[config.mk]
export PLATFORM = sky130hd
export DESIGN_NAME = lru_writeback_tag_cache
export DESIGN_NICKNAME = d
export VERILOG_FILES = /design/src/rtl/ltc_pkg.sv /design/src/rtl/ltc_store.sv /design/src/rtl/lru_writeback_tag_cache.sv
export VERILOG_INCLUDE_DIRS = /design/src /design/src/rtl
export SDC_FILE = /design/constraint.sdc
export NUM_CORES = 2
export LEC_CHECK = 0
export BUFFER_PORTS_ARGS = -buffer_cell sky130_fd_sc_hd__buf_2
export CORE_MARGIN = 2
export CORE_UTILIZATION = 50
export DETAILED_ROUTE_END_ITERATION = 8
export PLACE_DENSITY = 0.64
export SLEW_MARGIN = 20
export SYNTH_ARGS = -nofsm -noshare
export SYNTH_HDL_FRONTEND = slang
export SYNTH_SLANG_ARGS = --single-unit
[constraint.sdc]
create_clock -name clk -period 7.24 [get_ports clk]
set_input_delay 1.086 -clock clk [delete_from_list [all_inputs] [get_ports clk]]
set_output_delay 1.086 -clock clk [all_outputs]
set_load 0.05 [all_outputs]
[src/rtl/lru_writeback_tag_cache_defines.svh]
`ifndef LRU_WRITEBACK_TAG_CACHE_DEFINES_SVH
`define LRU_WRITEBACK_TAG_CACHE_DEFINES_SVH

// same-cycle implication, checked out of reset
`define LTC_ASSERT_NOW(lbl, ante, cons, msg) \
	lbl: assert property (@(posedge clk) disable iff (!arst_n) (ante) |-> (cons)) \
		else $error(msg);

// next-cycle implication, checked out of reset
`define LTC_ASSERT_NEXT(lbl, ante, cons, msg) \
	lbl: assert property (@(posedge clk) disable iff (!arst_n) (ante) |=> (cons)) \
		else $error(msg);

`endif

[src/rtl/ltc_pkg.sv]
package ltc_pkg;

	localparam int N  = 16;
	localparam int SW = 4;
	localparam int TW = 32;
	localparam int OW = 5;

	localparam logic [1:0] F_GET    = 2'd0;
	localparam logic [1:0] F_SET    = 2'd1;
	localparam logic [1:0] F_REMOVE = 2'd2;
	localparam logic [1:0] F_FLUSH  = 2'd3;

	localparam logic [2:0] K_HIT       = 3'd0;
	localparam logic [2:0] K_LOAD      = 3'd1;
	localparam logic [2:0] K_WRITEBACK = 3'd2;
	localparam logic [2:0] K_DIRECT    = 3'd3;
	localparam logic [2:0] K_EMPTY     = 3'd4;
	localparam logic [2:0] K_DONE      = 3'd5;

	typedef enum logic [2:0] {
		OP_NOP,
		OP_TOUCH,
		OP_INSERT,
		OP_DROP,
		OP_SET_DIRTY,
		OP_CLEAR_DIRTY
	} store_op_t;

	typedef struct packed {
		store_op_t       op;
		logic [SW-1:0]   slot;
		logic [TW-1:0]   tag;
		logic            dv;
	} store_cmd_t;

	typedef struct packed {
		logic            hit;
		logic [SW-1:0]   hit_slot;
		logic            hit_dirty;
		logic            free_found;
		logic [SW-1:0]   free_slot;
		logic            rank_found;
		logic [SW-1:0]   rank_slot;
		logic            rank_dirty;
		logic [TW-1:0]   rank_tag;
	} store_view_t;

endpackage

[src/rtl/ltc_store.sv]
module ltc_store (
	input  logic                   clk,
	input  logic                   arst_n,
	input  logic [ltc_pkg::TW-1:0] q_tag,
	input  logic [ltc_pkg::SW-1:0] q_rank,
	input  ltc_pkg::store_cmd_t    cmd,
	output ltc_pkg::store_view_t   view
);
	import ltc_pkg::*;

	logic [TW-1:0] tag_q   [N];
	logic [SW-1:0] rank_q  [N];
	logic [N-1:0]  valid_q;
	logic [N-1:0]  dirty_q;

	always_comb begin
		view = '0;
		for (int i = N - 1; i >= 0; i--) begin
			if (valid_q[i] && tag_q[i] == q_tag) begin
				view.hit      = 1'b1;
				view.hit_slot = SW'(i);
			end
			if (!valid_q[i]) begin
				view.free_found = 1'b1;
				view.free_slot  = SW'(i);
			end
			if (valid_q[i] && rank_q[i] == q_rank) begin
				view.rank_found = 1'b1;
				view.rank_slot  = SW'(i);
			end
		end
		view.hit_dirty  = dirty_q[view.hit_slot];
		view.rank_dirty = dirty_q[view.rank_slot];
		view.rank_tag   = tag_q[view.rank_slot];
	end

	always_ff @(posedge clk) begin
		case (cmd.op)
			OP_TOUCH: begin
				for (int i = 0; i < N; i++)
					if (valid_q[i] && rank_q[i] < rank_q[cmd.slot])
						rank_q[i] <= rank_q[i] + 1'b1;
				rank_q[cmd.slot] <= '0;
			end
			OP_INSERT: begin
				for (int i = 0; i < N; i++)
					if (valid_q[i] && SW'(i) != cmd.slot)
						rank_q[i] <= rank_q[i] + 1'b1;
				rank_q[cmd.slot] <= '0;
				tag_q[cmd.slot]  <= cmd.tag;
			end
			OP_DROP: begin
				for (int i = 0; i < N; i++)
					if (valid_q[i] && rank_q[i] > rank_q[cmd.slot])
						rank_q[i] <= rank_q[i] - 1'b1;
			end
			default: begin
			end
		endcase
	end

	always_ff @(posedge clk or negedge arst_n) begin
		if (!arst_n) begin
			valid_q <= '0;
			dirty_q <= '0;
		end else begin
			case (cmd.op)
				OP_INSERT: begin
					valid_q[cmd.slot] <= 1'b1;
					dirty_q[cmd.slot] <= 1'b0;
				end
				OP_DROP: begin
					valid_q[cmd.slot] <= 1'b0;
					dirty_q[cmd.slot] <= 1'b0;
				end
				OP_SET_DIRTY:   dirty_q[cmd.slot] <= cmd.dv;
				OP_CLEAR_DIRTY: dirty_q[cmd.slot] <= 1'b0;
				default: begin
				end
			endcase
		end
	end

endmodule

[src/rtl/lru_writeback_tag_cache.sv]
// channel   | direction | handshake                 | payload
// item      | in        | start && !busy            | func, inode_number, dirty_value
// result    | out       | result_strobe (one cycle) | kind, result_inode, slot, last
// config    | in        | cfg_valid && cfg_ready    | cfg_data (capacity)
//
// Get, set and remove run lookup, then evict, write-back or empty as needed, then
// done; flush walks the cached entries in the directory, one recency rank a cycle.
// Reset clears all valid and dirty marks and occupancy, and sets capacity to 16.
// One result leaves per cycle at most; the receiver takes every beat as shown.
// cfg_ready is always high.
`include "lru_writeback_tag_cache_defines.svh"

module lru_writeback_tag_cache (
	input  logic                   clk,
	input  logic                   arst_n,
	input  logic                   start,
	output logic                   busy,
	input  logic [1:0]             func,
	input  logic [ltc_pkg::TW-1:0] inode_number,
	input  logic                   dirty_value,
	output logic                   result_strobe,
	output logic [2:0]             kind,
	output logic [ltc_pkg::TW-1:0] result_inode,
	output logic [ltc_pkg::SW-1:0] slot,
	output logic                   last,
	input  logic                   cfg_valid,
	output logic                   cfg_ready,
	input  logic [ltc_pkg::OW-1:0] cfg_data
);
	import ltc_pkg::*;

	localparam logic [2:0] ST_IDLE  = 3'd0;
	localparam logic [2:0] ST_LOOK  = 3'd1;
	localparam logic [2:0] ST_EVICT = 3'd2;
	localparam logic [2:0] ST_WB    = 3'd3;
	localparam logic [2:0] ST_EMPTY = 3'd4;
	localparam logic [2:0] ST_FLUSH = 3'd5;
	localparam logic [2:0] ST_DONE  = 3'd6;

	logic [2:0]    state_q, state_d;
	logic [1:0]    func_q;
	logic [TW-1:0] ino_q;
	logic          dv_q;
	logic [OW-1:0] occ_q, occ_d;
	logic [OW-1:0] cap_q;
	logic [OW-1:0] cnt_q, cnt_d;
	logic [TW-1:0] wb_tag_q, wb_tag_d;
	logic [SW-1:0] wb_slot_q, wb_slot_d;
	logic          wb_pend_q, wb_pend_d;
	logic [SW-1:0] emp_slot_q, emp_slot_d;
	logic [OW-1:0] cap_eff;
	logic [OW-1:0] q_rank_w;

	logic          e_valid;
	logic [2:0]    e_kind;
	logic [TW-1:0] e_ino;
	logic [SW-1:0] e_slot;
	logic          e_last;

	store_cmd_t    cmd;
	store_view_t   view;

	assign busy      = (state_q != ST_IDLE);
	assign cfg_ready = 1'b1;
	assign cap_eff   = (cap_q > OW'(N)) ? OW'(N) : cap_q;
	assign q_rank_w  = (state_q == ST_FLUSH) ? cnt_q - 1'b1 : occ_q - 1'b1;

	ltc_store u_store (
		.clk    (clk),
		.arst_n (arst_n),
		.q_tag  (ino_q),
		.q_rank (q_rank_w[SW-1:0]),
		.cmd    (cmd),
		.view   (view)
	);

	always_comb begin
		state_d    = state_q;
		occ_d      = occ_q;
		cnt_d      = cnt_q;
		wb_tag_d   = wb_tag_q;
		wb_slot_d  = wb_slot_q;
		wb_pend_d  = wb_pend_q;
		emp_slot_d = emp_slot_q;
		cmd        = '{op: OP_NOP, slot: '0, tag: ino_q, dv: dv_q};
		e_valid    = 1'b0;
		e_kind     = K_DONE;
		e_ino      = ino_q;
		e_slot     = '0;
		e_last     = 1'b0;
		case (state_q)
			ST_IDLE: begin
				if (start)
					state_d = ST_LOOK;
			end
			ST_LOOK: begin
				state_d = ST_DONE;
				case (func_q)
					F_GET: begin
						e_valid = 1'b1;
						if (view.hit) begin
							e_kind   = K_HIT;
							e_slot   = view.hit_slot;
							cmd.op   = OP_TOUCH;
							cmd.slot = view.hit_slot;
						end else if (view.free_found) begin
							e_kind   = K_LOAD;
							e_slot   = view.free_slot;
							cmd.op   = OP_INSERT;
							cmd.slot = view.free_slot;
							occ_d    = occ_q + 1'b1;
							if (occ_q + 1'b1 > cap_eff)
								state_d = ST_EVICT;
						end else begin
							e_kind    = K_LOAD;
							e_slot    = view.rank_slot;
							cmd.op    = OP_INSERT;
							cmd.slot  = view.rank_slot;
							wb_pend_d = view.rank_found && view.rank_dirty;
							wb_tag_d  = view.rank_tag;
							wb_slot_d = view.rank_slot;
							if (view.rank_found && view.rank_dirty)
								state_d = ST_WB;
						end
					end
					F_SET: begin
						if (view.hit) begin
							cmd.op   = OP_SET_DIRTY;
							cmd.slot = view.hit_slot;
						end else begin
							e_valid = 1'b1;
							e_kind  = K_DIRECT;
						end
					end
					F_REMOVE: begin
						state_d    = ST_EMPTY;
						emp_slot_d = '0;
						if (view.hit) begin
							emp_slot_d = view.hit_slot;
							cmd.op     = OP_DROP;
							cmd.slot   = view.hit_slot;
							occ_d      = occ_q - 1'b1;
							if (view.hit_dirty) begin
								e_valid = 1'b1;
								e_kind  = K_WRITEBACK;
								e_slot  = view.hit_slot;
							end
						end
					end
					default: begin
						cnt_d = occ_q;
						if (occ_q != '0)
							state_d = ST_FLUSH;
					end
				endcase
			end
			ST_EVICT: begin
				state_d = ST_DONE;
				if (view.rank_found) begin
					cmd.op   = OP_DROP;
					cmd.slot = view.rank_slot;
					occ_d    = occ_q - 1'b1;
					if (view.rank_dirty) begin
						e_valid = 1'b1;
						e_kind  = K_WRITEBACK;
						e_ino   = view.rank_tag;
						e_slot  = view.rank_slot;
					end
				end
			end
			ST_WB: begin
				state_d = ST_DONE;
				e_valid = wb_pend_q;
				e_kind  = K_WRITEBACK;
				e_ino   = wb_tag_q;
				e_slot  = wb_slot_q;
			end
			ST_EMPTY: begin
				state_d = ST_DONE;
				e_valid = 1'b1;
				e_kind  = K_EMPTY;
				e_slot  = emp_slot_q;
			end
			ST_FLUSH: begin
				cnt_d = cnt_q - 1'b1;
				if (cnt_q == OW'(1))
					state_d = ST_DONE;
				if (view.rank_found && view.rank_dirty) begin
					cmd.op   = OP_CLEAR_DIRTY;
					cmd.slot = view.rank_slot;
					e_valid  = 1'b1;
					e_kind   = K_WRITEBACK;
					e_ino    = view.rank_tag;
					e_slot   = view.rank_slot;
				end
			end
			ST_DONE: begin
				state_d = ST_IDLE;
				e_valid = 1'b1;
				e_kind  = K_DONE;
				e_ino   = (func_q == F_FLUSH) ? '0 : ino_q;
				e_last  = 1'b1;
			end
			default: state_d = ST_IDLE;
		endcase
	end

	always_ff @(posedge clk or negedge arst_n) begin
		if (!arst_n) begin
			state_q       <= ST_IDLE;
			occ_q         <= '0;
			cap_q         <= OW'(N);
			cnt_q         <= '0;
			wb_pend_q     <= 1'b0;
			result_strobe <= 1'b0;
		end else begin
			state_q       <= state_d;
			occ_q         <= occ_d;
			cnt_q         <= cnt_d;
			wb_pend_q     <= wb_pend_d;
			result_strobe <= e_valid;
			if (cfg_valid && cfg_ready)
				cap_q <= cfg_data;
		end
	end

	always_ff @(posedge clk) begin
		if (start && !busy) begin
			func_q <= func;
			ino_q  <= inode_number;
			dv_q   <= dirty_value;
		end
		wb_tag_q     <= wb_tag_d;
		wb_slot_q    <= wb_slot_d;
		emp_slot_q   <= emp_slot_d;
		kind         <= e_kind;
		result_inode <= e_ino;
		slot         <= e_slot;
		last         <= e_last;
	end

	`LTC_ASSERT_NOW(a_last_ends_item, result_strobe && last, !busy, "done beat while busy")
	`LTC_ASSERT_NOW(a_beat_inside_item, result_strobe && !last, busy, "stray result beat")
	`LTC_ASSERT_NEXT(a_start_takes, start && !busy, busy, "accepted item not started")
	`LTC_ASSERT_NOW(a_occ_bound, 1'b1, occ_q <= OW'(N), "occupancy above entry count")

endmodule
==> summary.log <==
[sta] Max Fclk 143 MHz
[sta] total count of hold-check failures in the final report 0
[floorplanning] starting utilization of the core area 0.506
[yosys] number of nets in the synthesized netlist 3883
[pwr] register share of total power 0.380
[pwr] Total Power Consumption 13400 uW
[pwr] Internal Dissipation 8800 uW
[critical_path] worst setup path start ino_q[26]
[detailed_routing] post-detailed-route wirelength per cell 29.0 um
[critical_path] Crit Path Category flop to flop
[pwr] combinational cell fraction of total power 0.292
[yosys] sequential element share of the synthesized area 0.505
[critical_path] critical-path cell with the highest stage delay sky130_fd_sc_hd__nor4_1
[floorplanning] top-level port count 87
[floorplanning] Core Box Area 0.0822 mm2
[floorplanning] Die X 293 um
[pwr] clock share of power 0.328
[detailed_routing] count of nets left with antenna violations after detail routing 0
[clock_network] CTS tree built
[pwr] worst supply voltage drop on vdd 0.210 mV
[critical_path] endpoint of the most critical setup path u_store.rank_q[9][3]
[sta] Final Max Slew Viols 0
[yosys] mean post-synth cell area 11.2 um2
[final_layout] fin util 0.581
[placed_design] Final HPWL DP 102000 um
[yosys] cell area after synthesis 0.0416 mm2
[placed_design] port buffer count 85
[global_route] GRT Util Overall 0.336
[pwr] fraction of power spent switching nets 0.343
[global_route] vias in the first global route 30401
[placed_design] DP Worst Slack 0.165 ns
[sta] Worst Clk Skew 0.0604 ns
[floorplanning] Die ar. 0.0856 mm2
[yosys] number of synthesized flops with an enable pin 587
[critical_path] Setup crit start kind flop
[yosys] top area cells in the synthesized netlist sky130_fd_sc_hd__edfxtp_1 42%, sky130_fd_sc_hd__xor2_1 7.5%, sky130_fd_sc_hd__xnor2_1 5.3%
[yosys] gate count after technology mapping 3725
[hold_path] type of the tightest min-delay check flop to flop
[clock_network] H-tree depth 3
[global_route] residual overflow from global routing 0
[detailed_routing] number of vias per cell after detailed routing 6.39
[sta] Setup Total Neg Slack 0 ns
[sta] number of setup violations in the final report 0
[clock_network] total number of clock tree sinks 743
[global_route] pin count of the biggest net entering global routing 142
[yosys] parity-gate share of the synthesized area counting xor and xnor cells 0.128
[clock_network] number of buffers inserted for hold repair after clock tree synthesis 0
[yosys] share of synthesized area spent on multiplexers 0.0651
[critical_path] capture instance of the worst register-to-register path u_store.rank_q[9][3]
[sta] transition time at the pin with the least slew margin 1.14 ns
[final_layout] layout cells sized above 1 0.150
[run] max_cap viols 0
[detailed_routing] first-pass iteration count of the detailed router 6
[sta] shortest clock period the worst path allows after layout 7.00 ns
[yosys] area leader, netlist sky130_fd_sc_hd__edfxtp_1
[clock_network] clock insertion delay at the later pin of the skew report 0.68 ns
[yosys] simple-gate area share of the yosys netlist 0.133
[detailed_routing] sum of routed wire length over all layers 146000 um
[floorplanning] die outline height 293 um
[yosys] most used flip-flop cell after synthesis sky130_fd_sc_hd__edfxtp_1
[global_route] initial antenna violation count 4
[global_route] wire length of the first global-routing pass 211000 um
[clock_network] number of buffers between clock root and the deepest sink 3
[pwr] LEAKAGE 0.0171 uW
[pwr] net switching power figure 4590 uW
[critical_path] largest driver fanout on the critical path 26
[critical_path] number of cells on the worst reg-to-reg path 33
[clock_network] Clock Tree Root sky130_fd_sc_hd__clkbuf_16
[sta] Worst Setup Slack, final 0.239 ns
[clock_network] register clock-pin slew on the reported worst setup and hold paths 0.06 ns
[yosys] number of distinct library cells after synthesis 109
[sta] Final Cycle Share 0.967
[critical_path] highest cell delay on the worst timing path 0.64 ns
[critical_path] data required time at the worst endpoint 7.77 ns
[final_layout] area growth from synthesis to layout 14.7%
[critical_path] Critical Path Sink Type flop
[yosys] total of warnings raised by yosys 0
[final_layout] number of nets in the layout 4060
[yosys] adder-cell share of the synthesized area 0.0346
[critical_path] slack of the worst reg-to-reg path 0.24 ns
[yosys] Synth Area in Compound Gates 0.103
[placed_design] cell area reported after detailed placement 0.0446 mm2
[yosys] most used standard cells in the synthesized netlist 587 x sky130_fd_sc_hd__edfxtp_1, 406 x sky130_fd_sc_hd__nand2_1, 355 x sky130_fd_sc_hd__xor2_1
[clock_network] CTS buffer count 83
[yosys] async set or reset register ratio after synthesis 0.0700
[pwr] Pwr Density 280 mW/mm2
[placed_design] placer congestion estimate 0.994
[yosys] most common cell in the synthesized netlist sky130_fd_sc_hd__edfxtp_1
[yosys] area share of the largest cell type after synthesis 0.423
[critical_path] data arrival time of the worst path 7.53 ns
[critical_path] worst reg2reg startpoint ino_q[26]
[yosys] flip-flop and latch count after synthesis 743
[floorplanning] Row Count 105
[detailed_routing] Vias 32261
[sta] Rel. slew slack 0.234
[detailed_routing] DRC violation count after routing 0
[detailed_routing] DR iter-0 viols 4077
[status] status finished clean
[yosys] combinational family with the most area after synthesis simple AND/OR/NAND/NOR gates
[final_layout] post-layout instance area 0.0477 mm2
==> routing by layer <==
layer / routed length [um] / GRT usage / vias up
met5: 21 / 0 / -
met4: 9240 / 0.176 / 4
met3: 13700 / 0.0568 / 393
met2: 66400 / 0.529 / 1953
met1: 56800 / 0.448 / 15763
li1: - / - / 14148
==> layout make-up <==
type	instances	area (um2)
clock inverter	41	500
multi-input combinational	2678	19700
sequential	743	21000
fill	6906	34500
inverter	84	323
antenna	2	5.00
clock buffer	115	2340
tap	1070	1340
timing repair buffer	312	2550
==> worst min-delay path by stage <==
stage | from | to | slack [ns] | depth (start not counted)
after floorplan | cap_q[0] | cap_q[0] | 0.47 | 1
after global placement | cap_q[0] | cap_q[0] | 0.49 | 1
after detailed placement | cap_q[0] | cap_q[0] | 0.49 | 1
after CTS | cap_q[0] | cap_q[0] | 0.50 | 1
after global routing | cap_q[0] | cap_q[0] | 0.53 | 1
final | cap_q[0] | cap_q[0] | 0.50 | 1
==> worst max-delay path, delay by kind of cell (launching register included) <==
family	cells	cell delay, ns
xor gates and xnor gates	2	0.35
DFF	1	0.42
buffers and inverters	6	0.98
adders and majority gates	2	0.56
AOI/OAI and AO/OA	12	2.11
and+or+nand+nor	11	2.36
==> layout by cell type, fill, tap and decap left out, types with 85 or more instances in the layout <==
master / netlist / layout
sky130_fd_sc_hd__edfxtp_1: 587 / 587
sky130_fd_sc_hd__nand2_1: 406 / 405
sky130_fd_sc_hd__xor2_1: 355 / 352
sky130_fd_sc_hd__xnor2_1: 250 / 248
sky130_fd_sc_hd__buf_4: 5 / 188
sky130_fd_sc_hd__mux2i_1: 166 / 165
sky130_fd_sc_hd__o21ai_0: 136 / 136
sky130_fd_sc_hd__nand3_1: 134 / 134
sky130_fd_sc_hd__nor2_1: 150 / 131
sky130_fd_sc_hd__a21oi_1: 118 / 118
sky130_fd_sc_hd__ha_1: 112 / 111
sky130_fd_sc_hd__dfxtp_1: 104 / 104
sky130_fd_sc_hd__nand4_1: 90 / 90
sky130_fd_sc_hd__nor4_1: 91 / 86
sky130_fd_sc_hd__clkbuf_16: 0 / 85
sky130_fd_sc_hd__buf_2: 74 / 85
==> power groups by stage <==
stage | sequential (uW) | combinational [uW] | clock, uW
after floorplan | 5570 | 2010 | 0
after global placement | 5180 | 3740 | 0
after detailed placement | 5190 | 3750 | 0
after CTS | 5100 | 3770 | 4430
after global routing | 5100 | 4130 | 4590
final | 5090 | 3910 | 4390
==> metrics by stage <==
stage / hold WS [ns] / instances
floorplan: 0.473 / 3725
global placement: 0.486 / 4871
detailed placement: 0.489 / 4871
CTS: 0.501 / 5027
global route: 0.535 / 5043
finish: 0.499 / 5045
==> sequential cells by signal, summed over array words and instances, names as in the netlist, 4 cells and up, named ones only <==
signal	count
emp_slot_q	4
ino_q	32
cap_q	5
slot	4
result_inode	32
occ_q	5
u_store.dirty_q	16
wb_slot_q	4
cnt_q	5
u_store.rank_q	64
u_store.tag_q	512
wb_tag_q	32
==> logic make-up (layout without fill, tap and decap cells) <==
kind of cell,count (synthesis),after routing
AND/OR/NAND/NOR,1124,1124
flip-flops,743,743
AO/OA/AOI/OAI,610,610
XOR/XNOR,607,607
buffers and inverters,304,552
multiplexers,222,222
adder cells (fa/ha/maj),114,114
other,1,3
==> what timing repair did <==
item / 4_1_cts / 5_1_grt
setup buffers: 0 / 15
setup endpoints to repair: 0 / 23
resized for setup: 0 / 34
Note: power is estimated with default switching activity, not from simulation.
